## src/hw/rtl/fbbc_pkg.sv

```systemverilog
// Shared types, constants and bucket hash for the flow bucket byte counter.
`default_nettype none

package fbbc_pkg;

	localparam int unsigned COUNTER_WIDTH_DEF = 32;
	localparam int unsigned BUCKET_W          = 8;
	localparam int unsigned BUCKET_COUNT      = 256;
	localparam int unsigned ADDR_W            = 32;
	localparam int unsigned PORT_W            = 16;
	localparam int unsigned LEN_W             = 16;
	localparam int unsigned OVH_W             = 8;
	localparam int unsigned ADD_W             = 17;
	localparam int unsigned DIR_W             = 2;
	localparam int unsigned OUT_CNT_W         = 32;
	localparam int unsigned QUEUE_DEPTH       = 2;
	localparam int unsigned CFG_INDEX_W       = 1;
	localparam int unsigned CFG_DATA_W        = 32;
	localparam int unsigned S_TDATA_W         = 120;
	localparam int unsigned M_TDATA_W         = 72;

	localparam logic [ADDR_W-1:0] LOCAL_ADDRESS_RESET   = 32'h83CE1DCD;
	localparam logic [OVH_W-1:0]  LENGTH_OVERHEAD_RESET = 8'd24;

	typedef enum logic [0:0] {
		OP_COUNT = 1'b0,
		OP_READ  = 1'b1
	} op_t;

	typedef enum logic [DIR_W-1:0] {
		DIR_NONE = 2'd0,
		DIR_OUT  = 2'd1,
		DIR_IN   = 2'd2
	} dir_t;

	typedef enum logic [CFG_INDEX_W-1:0] {
		CFG_LOCAL_ADDRESS   = 1'b0,
		CFG_LENGTH_OVERHEAD = 1'b1
	} cfg_index_t;

	typedef struct packed {
		op_t                 op;
		dir_t                dir;
		logic [BUCKET_W-1:0] bucket;
		logic [ADD_W-1:0]    add;
	} work_t;

	function automatic logic [BUCKET_W-1:0] form_bucket(input logic [ADDR_W-1:0] addr,
			input logic [PORT_W-1:0] port);
		logic [BUCKET_W-1:0] b;
		b = {addr[31], addr[28], addr[24], addr[18], addr[13], port[15], port[10], port[4]};
		if (addr == '0) begin
			b = '0;
		end
		return b;
	endfunction

endpackage

`default_nettype wire

```

## src/hw/rtl/fbbc_front.sv

```systemverilog
// Front end: configuration registers, item intake and direction/bucket classification.
`default_nettype none

module fbbc_front import fbbc_pkg::*; (
	input  wire logic                   clk,
	input  wire logic                   arst_n,
	input  wire logic                   s_tvalid,
	output logic                        s_tready,
	input  wire logic                   s_tuser,  // op
	input  wire logic [S_TDATA_W-1:0]   s_tdata,
	input  wire logic                   cfg_we,
	input  wire logic [CFG_INDEX_W-1:0] cfg_index,
	input  wire logic [CFG_DATA_W-1:0]  cfg_data,
	input  wire logic                   q_full,
	input  wire logic                   clear_busy,
	output logic                        push,
	output work_t                       push_item
);

	logic [ADDR_W-1:0] local_address_q;
	logic [OVH_W-1:0]  length_overhead_q;

	logic [ADDR_W-1:0]   source_address;
	logic [ADDR_W-1:0]   dest_address;
	logic [PORT_W-1:0]   source_port;
	logic [PORT_W-1:0]   dest_port;
	logic [LEN_W-1:0]    wire_length;
	logic [BUCKET_W-1:0] read_bucket;
	op_t                 op;
	dir_t                dir;
	logic [BUCKET_W-1:0] bucket;

	always_ff @(posedge clk or negedge arst_n) begin
		if (!arst_n) begin
			local_address_q   <= LOCAL_ADDRESS_RESET;
			length_overhead_q <= LENGTH_OVERHEAD_RESET;
		end else if (cfg_we) begin
			case (cfg_index_t'(cfg_index))
				CFG_LOCAL_ADDRESS: begin
					local_address_q <= cfg_data[ADDR_W-1:0];
				end
				CFG_LENGTH_OVERHEAD: begin
					length_overhead_q <= cfg_data[OVH_W-1:0];
				end
				default: begin
				end
			endcase
		end
	end

	assign source_address = s_tdata[31:0];
	assign dest_address   = s_tdata[63:32];
	assign source_port    = s_tdata[79:64];
	assign dest_port      = s_tdata[95:80];
	assign wire_length    = s_tdata[111:96];
	assign read_bucket    = s_tdata[119:112];
	assign op             = op_t'(s_tuser);

	always_comb begin
		dir    = DIR_NONE;
		bucket = '0;
		if (op == OP_READ) begin
			bucket = read_bucket;
		end else if (dest_address == local_address_q) begin
			dir    = DIR_IN;
			bucket = form_bucket(source_address, source_port);
		end else if (source_address == local_address_q) begin
			dir    = DIR_OUT;
			bucket = form_bucket(dest_address, dest_port);
		end
	end

	assign s_tready         = !q_full && !clear_busy;
	assign push             = s_tvalid && s_tready;
	assign push_item.op     = op;
	assign push_item.dir    = dir;
	assign push_item.bucket = bucket;
	assign push_item.add    = {1'b0, wire_length} + {{(ADD_W-OVH_W){1'b0}}, length_overhead_q};

endmodule

`default_nettype wire

```

## config.mk

```make
export PLATFORM = sky130hd
export DESIGN_NAME = fbbc_front
export DESIGN_NICKNAME = d
export VERILOG_FILES = /design/src/hw/rtl/fbbc_pkg.sv /design/src/hw/rtl/fbbc_front.sv
export SDC_FILE = /design/constraint.sdc
export NUM_CORES = 1
export LEC_CHECK = 0
export BUFFER_PORTS_ARGS = -buffer_cell sky130_fd_sc_hd__buf_4
export CORE_ASPECT_RATIO = 1.75
export CORE_UTILIZATION = 29
export DETAILED_ROUTE_END_ITERATION = 10
export GPL_TIMING_DRIVEN = 0
export SLEW_MARGIN = 20
export SYNTH_ARGS = -nofsm -noshare
export SYNTH_HDL_FRONTEND = slang
export SYNTH_SLANG_ARGS = --single-unit
```

## constraint.sdc

```tcl
create_clock -name clk -period 2.9 [get_ports clk]
set_clock_uncertainty 0.05 [all_clocks]
set_input_delay 0 -clock clk [delete_from_list [all_inputs] [get_ports clk]]
set_output_delay 0 -clock clk [all_outputs]
set_load 0.01 [all_outputs]
```

==> impl_results.md <==
* Comb pwr share at 0.372
* GP Congestion at 0.891
* I/O Buffers at 163
* GRT overflow at 0
* DR vias at 3180
* NetSw at 0.694 mW
* Hold Path Class: in2async
* Ports at 190
* Die W at 80.5 um
* CP required at 2850 ps
* H-tree depth at 2
* Total GRT Usage at 0.210
* Area of the core at 0.0104 mm2
* Final hold viol count at 0
* Sw frac at 0.309
* Worst vdd ir at 0.000319 V
* Final net count at 675
* Syn. warnings at 0
* Final setup violation count at 0
* Die height at 139 um
* Die area at 0.0112 mm2
* Worst setup path start: length_overhead_q[0]
* Post-DRT Antenna Nets at 0
* Share of cells above drive strength 1 at 0.477
* First-pass DRT Iterations at 4
* Leakage at 2.17 nW
* Launch point of the worst reg-to-reg path: local_address_q[27]
* Netlist cell types at 39
* PwrDens at 448 mW/mm2
* Synth Register Bits at 40
* TNS Setup at 0 ps
* Cells after DPL at 593
* Area Growth Syn to Fin at 60.3%
* CP endpoint kind: output port
* Syn_area_per_cell at 10.3 um2
* Clk slew on worst S/H paths at 60 ps
* Detail Placement HPWL at 9620 um
* Final Cycle Share at 0.880
* Tmin final at 2550 ps
* Worst Path Arrival at 2500 ps
* CTS tree: done
* Status: finished, final reports clean
* WL/cell at 17.7 um
* Iter 0 DRT Violations at 73
* CTS max path bufs at 2
* Pin count of the biggest net entering global routing at 41
* Syn_nets at 472
* Routed WL at 11200 um
* Critical path class: reg2out
* Slew Limit Fails at 0
* Internal at 1.55 mW
* # DRC at 0
* Initial antenna violation count at 0
* Cell area after synthesis at 0.00313 mm2
* Sequential element share of the synthesized area at 0.328
* TritonCTS Sinks at 40
* Clk root buf: clkbuf_16
* Synth area leaders: dfrtp_1 (17%), dfstp_2 (16%), mux2_2 (14%)
* CTS buffer count at 5
* Final Non-Filler Cells at 634
* Worst skew pair latency at 290 ps
* ANT cells at 0
* Critical Path Fanout Max at 4
* Clock group share of total power at 0.288
* Initial core utilization at 0.302
* Vias in the first global route at 3480
* Setup repair bufs after CTS at 0
* Cell taking the most area after synthesis: dfrtp_1
* Yosys top cell area share at 0.168
* Most common cell after layout, fill and taps aside: buf_4
* Synthesized instance count at 303
* Flop pwr share at 0.340
* Startpoint types: register
* RSZ-0062 raised after global routing: no
* Worst Max-Slew Pin Slew at 594 ps
* Post-CTS sizing at 0
* Row cnt at 49
* First-pass GRT wire length at 17500 um
* Achievable Freq at 0.392 GHz
* MaxCap Viol Count at 0
* Vias per inst at 5.02
* Commonest cells after routing, fill and taps aside: buf_4 (165), xor2_1 (39), xnor2_1 (38), mux2_2 (38), dlygate4sd3_1 (33)
* Slew HR at 0.600
-- critical path, stage by stage (launching register included) --
cell	delay [ps]
dfrtp_1	390
ha_1	210
fa_1	410
a21o_1	220
a211oi_1	290
o21ai_0	240
nand4_1	180
xnor2_1	130
buf_4	140
-- cell type report --
cell class,instances,area [um2]
tap,127,159
timing repair buffer,196,1550
multi-input combinational,255,2050
sequential,40,1020
clock inverter,3,46.3
fill,977,5350
buffer,8,48.8
clock buffer,5,125
-- path summary, 6_finish.rpt --
kind	endpoint	slack, ps	cells past startpoint
max	push_item[14]	350	8
min	local_address_q[21]	170	2
max reg2reg	local_address_q[27]	1990	1
min reg2reg	length_overhead_q[6]	460	1
max in group asynchronous	local_address_q[3]	2250	2
min in group clk	s_tready	190	3
-- metal layers --
layer,global-route usage,vias up,part of all wire,routed length (um)
met5,0,-,0,0
met4,0.118,0,0.052,578
met3,0.0302,33,0.049,555
met2,0.391,124,0.55,6150
met1,0.215,1496,0.35,3940
li1,-,1527,-,-
-- through the flow --
step	utilization	worst slack [ps]	total power, mW	cell area, um2	hold slack [ps]
global route	0.484	202	2.38	5010	214
global placement	0.435	667	1.57	4510	-43.2
detailed placement	0.435	635	1.58	4510	-43.2
CTS	0.484	318	2.27	5010	190
finish	0.484	348	2.25	5010	171
floorplan	-	957	1.18	3130	-346
-- power groups by stage --
stage                     Sequential (mW)  Combinational [mW]  Clock, mW
after global routing                0.777               0.909      0.690
final                               0.764               0.836      0.646
after global placement              0.771               0.795          0
after detailed placement            0.774               0.804          0
after floorplan                     0.746               0.436          0
after CTS                           0.765               0.843      0.659
-- logic make-up after synthesis --
| logic type | Yosys count | synth area share |
|---|---|---|
| multiplexers | 40 | 0.144 |
| adder cells (fa/ha/maj) | 9 | 0.0384 |
| AO/OA/AOI/OAI | 37 | 0.0768 |
| buffers and inverters | 8 | 0.0156 |
| AND/OR/NAND/NOR | 92 | 0.182 |
| flip-flops | 40 | 0.328 |
| XOR/XNOR | 77 | 0.216 |
-- flip-flops by register name, summed over array words and instances (netlist names) --
name               flops
local_address_q       32
length_overhead_q      8
-- cell usage after synthesis (all sizes together) --
master,number
nor2,12
nand4,16
nand3,2
a21oi,3
nor2b,6
dfstp,19
clkbuf,2
fa,1
nand2,5
o21a,1
nor3b,1
o21ai,16
a21o,2
a41oi,4
nor3,5
a31oi,1
nand2b,4
and2,4
a32oi,5
a211oi,1
buf,6
xor2,39
mux2,40
and2b,3
ha,8
and3,4
nor4,26
or2,2
dfrtp,21
and4,2
o211ai,4
xnor2,38
-- repair_timing --
| action | in CTS | in global routing |
|---|---|---|
| endpoints found under the setup margin | 0 | 0 |
| hold buffers | 33 | 0 |
| hold endpoints to repair | 69 | 0 |
Note: power is estimated with default switching activity, not from simulation.
