<file path="src/hw/rtl/fbbc_pkg.sv">
// Shared types, constants and bucket hash for the flow bucket byte counter.
`default_nettype none

package fbbc_pkg;

	localparam int unsigned COUNTER_WIDTH_DEF = 32;
	localparam int unsigned BUCKET_W          = 8;
	localparam int unsigned BUCKET_COUNT      = 256;
	localparam int unsigned ADDR_W            = 32;
	localparam int unsigned PORT_W            = 16;
	localparam int unsigned LEN_W             = 16;
	localparam int unsigned OVH_W             = 8;
	localparam int unsigned ADD_W             = 17;
	localparam int unsigned DIR_W             = 2;
	localparam int unsigned OUT_CNT_W         = 32;
	localparam int unsigned QUEUE_DEPTH       = 2;
	localparam int unsigned CFG_INDEX_W       = 1;
	localparam int unsigned CFG_DATA_W        = 32;
	localparam int unsigned S_TDATA_W         = 120;
	localparam int unsigned M_TDATA_W         = 72;

	localparam logic [ADDR_W-1:0] LOCAL_ADDRESS_RESET   = 32'h83CE1DCD;
	localparam logic [OVH_W-1:0]  LENGTH_OVERHEAD_RESET = 8'd24;

	typedef enum logic [0:0] {
		OP_COUNT = 1'b0,
		OP_READ  = 1'b1
	} op_t;

	typedef enum logic [DIR_W-1:0] {
		DIR_NONE = 2'd0,
		DIR_OUT  = 2'd1,
		DIR_IN   = 2'd2
	} dir_t;

	typedef enum logic [CFG_INDEX_W-1:0] {
		CFG_LOCAL_ADDRESS   = 1'b0,
		CFG_LENGTH_OVERHEAD = 1'b1
	} cfg_index_t;

	typedef struct packed {
		op_t                 op;
		dir_t                dir;
		logic [BUCKET_W-1:0] bucket;
		logic [ADD_W-1:0]    add;
	} work_t;

	function automatic logic [BUCKET_W-1:0] form_bucket(input logic [ADDR_W-1:0] addr,
			input logic [PORT_W-1:0] port);
		logic [BUCKET_W-1:0] b;
		b = {addr[31], addr[28], addr[24], addr[18], addr[13], port[15], port[10], port[4]};
		if (addr == '0) begin
			b = '0;
		end
		return b;
	endfunction

endpackage

`default_nettype wire

</file>
<file path="src/hw/rtl/fbbc_queue.sv">
// Short FIFO of classified items between the front end and the counter engine.
`default_nettype none

module fbbc_queue import fbbc_pkg::*; (
	input  wire logic  clk,
	input  wire logic  arst_n,
	input  wire logic  push,
	input  wire work_t push_item,
	output logic       full,
	input  wire logic  pop,
	output logic       empty,
	output work_t      head
);

	localparam int unsigned PTR_W = (QUEUE_DEPTH > 1) ? $clog2(QUEUE_DEPTH) : 1;
	localparam int unsigned CNT_W = $clog2(QUEUE_DEPTH + 1);

	work_t             entries_q [QUEUE_DEPTH];
	logic [PTR_W-1:0]  wr_ptr_q;
	logic [PTR_W-1:0]  rd_ptr_q;
	logic [CNT_W-1:0]  count_q;

	always_ff @(posedge clk) begin
		if (push) begin
			entries_q[wr_ptr_q] <= push_item;
		end
	end

	always_ff @(posedge clk or negedge arst_n) begin
		if (!arst_n) begin
			wr_ptr_q <= '0;
			rd_ptr_q <= '0;
			count_q  <= '0;
		end else begin
			if (push) begin
				wr_ptr_q <= (wr_ptr_q == PTR_W'(QUEUE_DEPTH - 1)) ? '0 : wr_ptr_q + 1'b1;
			end
			if (pop) begin
				rd_ptr_q <= (rd_ptr_q == PTR_W'(QUEUE_DEPTH - 1)) ? '0 : rd_ptr_q + 1'b1;
			end
			if (push && !pop) begin
				count_q <= count_q + 1'b1;
			end else if (pop && !push) begin
				count_q <= count_q - 1'b1;
			end
		end
	end

	assign full  = (count_q == CNT_W'(QUEUE_DEPTH));
	assign empty = (count_q == '0);
	assign head  = entries_q[rd_ptr_q];

endmodule

`default_nettype wire

</file>
<file path="config.mk">
export PLATFORM = sky130hd
export DESIGN_NAME = fbbc_queue
export DESIGN_NICKNAME = d
export VERILOG_FILES = /design/src/hw/rtl/fbbc_pkg.sv /design/src/hw/rtl/fbbc_queue.sv
export SDC_FILE = /design/constraint.sdc
export NUM_CORES = 1
export LEC_CHECK = 0
export BUFFER_PORTS_ARGS = -buffer_cell sky130_fd_sc_hd__buf_2
export CAP_MARGIN = 20
export CORE_ASPECT_RATIO = 1.2
export CORE_MARGIN = 2
export CORE_UTILIZATION = 50
export CTS_CLUSTER_DIAMETER = 150
export CTS_CLUSTER_SIZE = 14
export DETAILED_ROUTE_END_ITERATION = 6
export HOLD_SLACK_MARGIN = 0.02
export MAX_ROUTING_LAYER = met4
export PLACE_DENSITY = 0.77
export SYNTH_ARGS = -nofsm -noshare
export SYNTH_HDL_FRONTEND = slang
export SYNTH_SLANG_ARGS = --single-unit
</file>
<file path="constraint.sdc">
create_clock -name clk -period 3.7 [get_ports clk]
set_input_delay 0.555 -clock clk [delete_from_list [all_inputs] [get_ports clk]]
set_output_delay 0.555 -clock clk [all_outputs]
set_load 0.02 [all_outputs]
</file>
==> metrics.txt <==
# TYPE chip_impl_metric gauge
chip_impl_metric{name="clk_transition_reported_paths",unit="ns"} 0.07
chip_impl_metric{name="whs_path_depth",unit=""} 1
chip_impl_metric{name="cts-root-to-sink-buffers",unit=""} 2
chip_impl_metric{name="drtPass1Iterations",unit=""} 4
chip_impl_metric{name="period_utilization_post_route",unit=""} 0.7154
chip_impl_metric{name="wire_length_of_the_first_global_routing_pass",unit="um"} 5975
chip_impl_info{name="grt_setup_unrepaired",value="no"} 1
chip_impl_metric{name="final-seq-area",unit="um^2"} 1782
chip_impl_metric{name="die_width",unit="um"} 65.30
chip_impl_metric{name="fmax",unit="MHz"} 377.8
chip_impl_metric{name="setup_total_negative_slack",unit="ns"} 0
chip_impl_metric{name="detailedRoute.firstIterationViolations",unit=""} 26
chip_impl_metric{name="finalClockSkew",unit="ns"} 0.003952
chip_impl_metric{name="track_usage",unit=""} 0.1699
chip_impl_metric{name="placement_rows",unit=""} 26
chip_impl_metric{name="worst_slew_margin_rel",unit=""} 0.4319
chip_impl_metric{name="internal_power_of_the_cells",unit="mW"} 1.589
chip_impl_metric{name="port_buffers",unit=""} 61
chip_impl_metric{name="p_leak",unit="nW"} 1.140
chip_impl_metric{name="syn_area_per_cell",unit="um^2"} 21.89
chip_impl_metric{name="nNetsFinal",unit=""} 209
chip_impl_info{name="path_delay_family",value="flip-flops"} 1
chip_impl_metric{name="hold_ws",unit="ns"} 0.4079
chip_impl_metric{name="ys_seq_area_frac",unit=""} 0.7902
chip_impl_metric{name="design.die.area",unit="um^2"} 5065
chip_impl_metric{name="synthesis_warnings",unit=""} 0
chip_impl_metric{name="wl_met1",unit="um"} 1445
chip_impl_info{name="crit_path_end_kind",value="output pin"} 1
chip_impl_metric{name="setup-violations-final",unit=""} 0
chip_impl_metric{name="worst_ir_drop_vdd",unit="mV"} 0.5011
chip_impl_metric{name="design_power_total",unit="mW"} 2.304
chip_impl_metric{name="drtAntennaViolNets",unit=""} 0
chip_impl_metric{name="pwr-share-seq",unit=""} 0.432
chip_impl_info{name="root_buffer",value="sky130_fd_sc_hd__clkbuf_8"} 1
chip_impl_metric{name="half_perimeter_wire_length_after_detailed_placement",unit="um"} 2592
chip_impl_info{name="crit_type",value="register to output pin"} 1
chip_impl_metric{name="post-route-drc-count",unit=""} 0
chip_impl_metric{name="layout_setup_ws",unit="ns"} 1.053
chip_impl_metric{name="max_cap_viol_count",unit=""} 0
chip_impl_metric{name="cts-buffers-inserted",unit=""} 9
chip_impl_metric{name="power_frac_comb",unit=""} 0.298
chip_impl_metric{name="antenna_found_initial",unit=""} 0
chip_impl_info{name="timing.hold.worst.class",value="input pin to register"} 1
chip_impl_metric{name="grt_start_max_net_pins",unit=""} 21
chip_impl_metric{name="power-per-cell-area",unit="nW/um^2"} 809.4
chip_impl_metric{name="clockPowerShare",unit=""} 0.270
chip_impl_metric{name="mappedNetlistArea",unit="um^2"} 2255
chip_impl_metric{name="net-switching-power",unit="mW"} 0.7148
chip_impl_metric{name="yosys-mux-area-fraction",unit=""} 0.1565
chip_impl_metric{name="grt_remaining_overflow",unit=""} 0
chip_impl_metric{name="crit_cells",unit=""} 3
chip_impl_metric{name="post_synth_inst_count",unit=""} 103
chip_impl_metric{name="place.gp.congestion",unit=""} 0.6407
chip_impl_info{name="cts_tree",value="done"} 1
chip_impl_metric{name="routed_via_density",unit=""} 4.970
chip_impl_metric{name="initial_utilization",unit=""} 0.5251
chip_impl_metric{name="die_h",unit="um"} 77.56
chip_impl_metric{name="layout.filler_cells",unit=""} 309
chip_impl_metric{name="timing.critical_path.arrival",unit="ns"} 2.09
chip_impl_metric{name="postCtsSetupRepairBufs",unit=""} 0
chip_impl_metric{name="routed_wire_per_std_cell",unit="um"} 15.85
chip_impl_info{name="largest_family_of_logic_cells_by_synthesized_area",value="multiplexers"} 1
chip_impl_metric{name="synthAdderAreaFrac",unit=""} 0.005549
chip_impl_metric{name="cts.htree.levels",unit=""} 3
chip_impl_metric{name="post_route_cells_drive_above_1_share",unit=""} 0.6022
chip_impl_metric{name="synth.distinct_cells",unit=""} 14
chip_impl_metric{name="hold_violations",unit=""} 0
chip_impl_metric{name="area_growth_syn_to_layout",unit="%"} 26.25
chip_impl_metric{name="dr_wl_met3",unit="um"} 243
chip_impl_info{name="top_signal_layer_used",value="met4"} 1
chip_impl_metric{name="synthSimpleGateAreaFrac",unit=""} 0.01165
chip_impl_metric{name="cts-resized-gates",unit=""} 0
chip_impl_metric{name="finalMaxSlewViolations",unit=""} 0
chip_impl_metric{name="number_of_global_route_vias_before_repair",unit=""} 1280
chip_impl_metric{name="timing.critical_path.slowest_cell_delay",unit="ns"} 0.90
chip_impl_info{name="run_status",value="finished, final reports clean"} 1
chip_impl_metric{name="num_io_pins",unit=""} 62
chip_impl_metric{name="design.core.area",unit="um^2"} 4294
chip_impl_metric{name="place_worst_setup_slack",unit="ns"} 1.416
chip_impl_metric{name="num_antenna_cells",unit=""} 0
chip_impl_metric{name="clkSinkCount",unit=""} 60
chip_impl_metric{name="cp.required",unit="ns"} 3.14
chip_impl_metric{name="multi_input_comb_area",unit="um^2"} 437.9
chip_impl_metric{name="synth_xor_area_frac",unit=""} 0.01942
chip_impl_metric{name="ys_seq_elements",unit=""} 60
chip_impl_info{name="critPathSlowestCell",value="sky130_fd_sc_hd__dfrtp_1"} 1
chip_impl_metric{name="route.final.wire_length",unit="um"} 3757
chip_impl_metric{name="max_slew.worst_pin.slew",unit="ns"} 0.8522
chip_impl_info{name="setup.worst_path.start_class",value="register"} 1
chip_impl_metric{name="post-route-min-period",unit="ns"} 2.647
chip_impl_metric{name="vias",unit=""} 1178
chip_impl_metric{name="insertion_delay",unit="ns"} 0.33
chip_impl_metric{name="compound_gate_portion_of_the_synthesized_area",unit=""} 0
chip_impl_metric{name="critical_path_buf_inv_count",unit=""} 2
chip_impl_metric{name="total_nets_after_synthesis",unit=""} 136
chip_impl_metric{name="met2WireLength",unit="um"} 2001
chip_impl_metric{name="worstPathMaxFanout",unit=""} 20
chip_impl_info{name="cp_cell_sequence",value="buf_4 > mux2_2 > buf_2"} 1
chip_impl_metric{name="r2r_cells",unit=""} 2
chip_impl_metric{name="p_sw_frac",unit=""} 0.3102
metrics by stage:
step | instances | cell area [um^2] | utilization
6_report | 237 | 2846 | 0.6629
5_1_grt | 237 | 2846 | 0.6629
3_5_place_dp | 220 | 2621 | 0.6104
2_1_floorplan | 103 | 2255 | -
4_1_cts | 237 | 2846 | 0.6629
3_3_place_gp | 220 | 2621 | 0.6104
worst paths after layout:
check / startpoint / endpoint / slack [ns]
worst min-delay path: push_item[3] / entries_q[0][3] / 0.41
worst min register to register: count_q[1] / count_q[1] / 0.53
min in group asynchronous: arst_n / count_q[1] / 0.57
worst max-delay path: rd_ptr_q / head[7] / 1.05
max in group asynchronous: arst_n / count_q[0] / 3.01
worst max register to register: wr_ptr_q / entries_q[0][12] / 2.04
cell usage after synthesis:
cell type / instances / area [um^2]
sky130_fd_sc_hd__xor2_1: 4 / 35.03
sky130_fd_sc_hd__buf_6: 1 / 11.26
sky130_fd_sc_hd__nor2_1: 2 / 7.510
sky130_fd_sc_hd__buf_8: 1 / 15.01
sky130_fd_sc_hd__mux2_2: 18 / 202.7
sky130_fd_sc_hd__edfxtp_1: 56 / 1682
sky130_fd_sc_hd__mux2_4: 10 / 150.1
sky130_fd_sc_hd__xnor2_1: 1 / 8.760
sky130_fd_sc_hd__inv_1: 1 / 3.750
sky130_fd_sc_hd__ha_1: 1 / 12.51
sky130_fd_sc_hd__and2_1: 1 / 6.260
sky130_fd_sc_hd__nor2b_1: 2 / 12.51
sky130_fd_sc_hd__dfrtp_1: 4 / 100.1
sky130_fd_sc_hd__buf_4: 1 / 7.510
power by group through the flow:
stage               registers (mW)  clock network [mW]  logic (mW)
global placement             0.995                   0       0.680
CTS                          0.997               0.636       0.700
floorplan                    0.956                   0       0.552
finish                       0.995               0.622       0.687
detailed placement            1.01                   0       0.694
global route                  1.01               0.667       0.730
flip-flops by register name, summed over array words and instances, names as in the netlist:
register,cells
count_q,2
entries_q,56
rd_ptr_q,1
wr_ptr_q,1
what timing repair did:
action	CTS	global route
endpoints found under the setup margin	0	0
hold buffers	1	0
endpoints found under the hold margin	4	0
routing by layer:
| metal | global-route usage | up-vias |
|---|---|---|
| met5 | - | - |
| met4 | 0.07500 | 0 |
| met3 | 0.06812 | 6 |
| met2 | 0.2776 | 42 |
| met1 | 0.1804 | 585 |
| li1 | - | 545 |
cells by family after synthesis:
kind of cell / Yosys count
XOR/XNOR: 5
flip-flops: 60
adder cells (fa/ha/maj): 1
multiplexers: 28
AND/OR/NAND/NOR: 5
buffers and inverters: 4
cell usage in the layout, fill, tap and decap left out, types with 3 or more instances in the layout:
master | netlist | layout
sky130_fd_sc_hd__clkbuf_8 | 0 | 9
sky130_fd_sc_hd__clkinv_2 | 0 | 3
sky130_fd_sc_hd__mux2_2 | 18 | 18
sky130_fd_sc_hd__edfxtp_1 | 56 | 56
sky130_fd_sc_hd__buf_2 | 0 | 61
sky130_fd_sc_hd__xor2_1 | 4 | 4
sky130_fd_sc_hd__mux2_4 | 10 | 10
sky130_fd_sc_hd__buf_4 | 1 | 3
sky130_fd_sc_hd__dfrtp_1 | 4 | 4
worst reg2reg max path: cells and delay by family, from the launching register on:
| family | cells | cell delay [ns] |
|---|---|---|
| and+or+nand+nor | 1 | 0.58 |
| buffers and inverters | 1 | 0.36 |
| DFF | 1 | 0.42 |
final cells by class:
type,instances,share of cell area
clock buffer,9,0.04352
timing repair buffer,65,0.1187
sequential,60,0.6259
clock inverter,7,0.03209
multi-input combinational,39,0.1538
inverter,1,0.001319
tap,56,0.02462
Note: power is estimated with default switching activity, not from simulation.
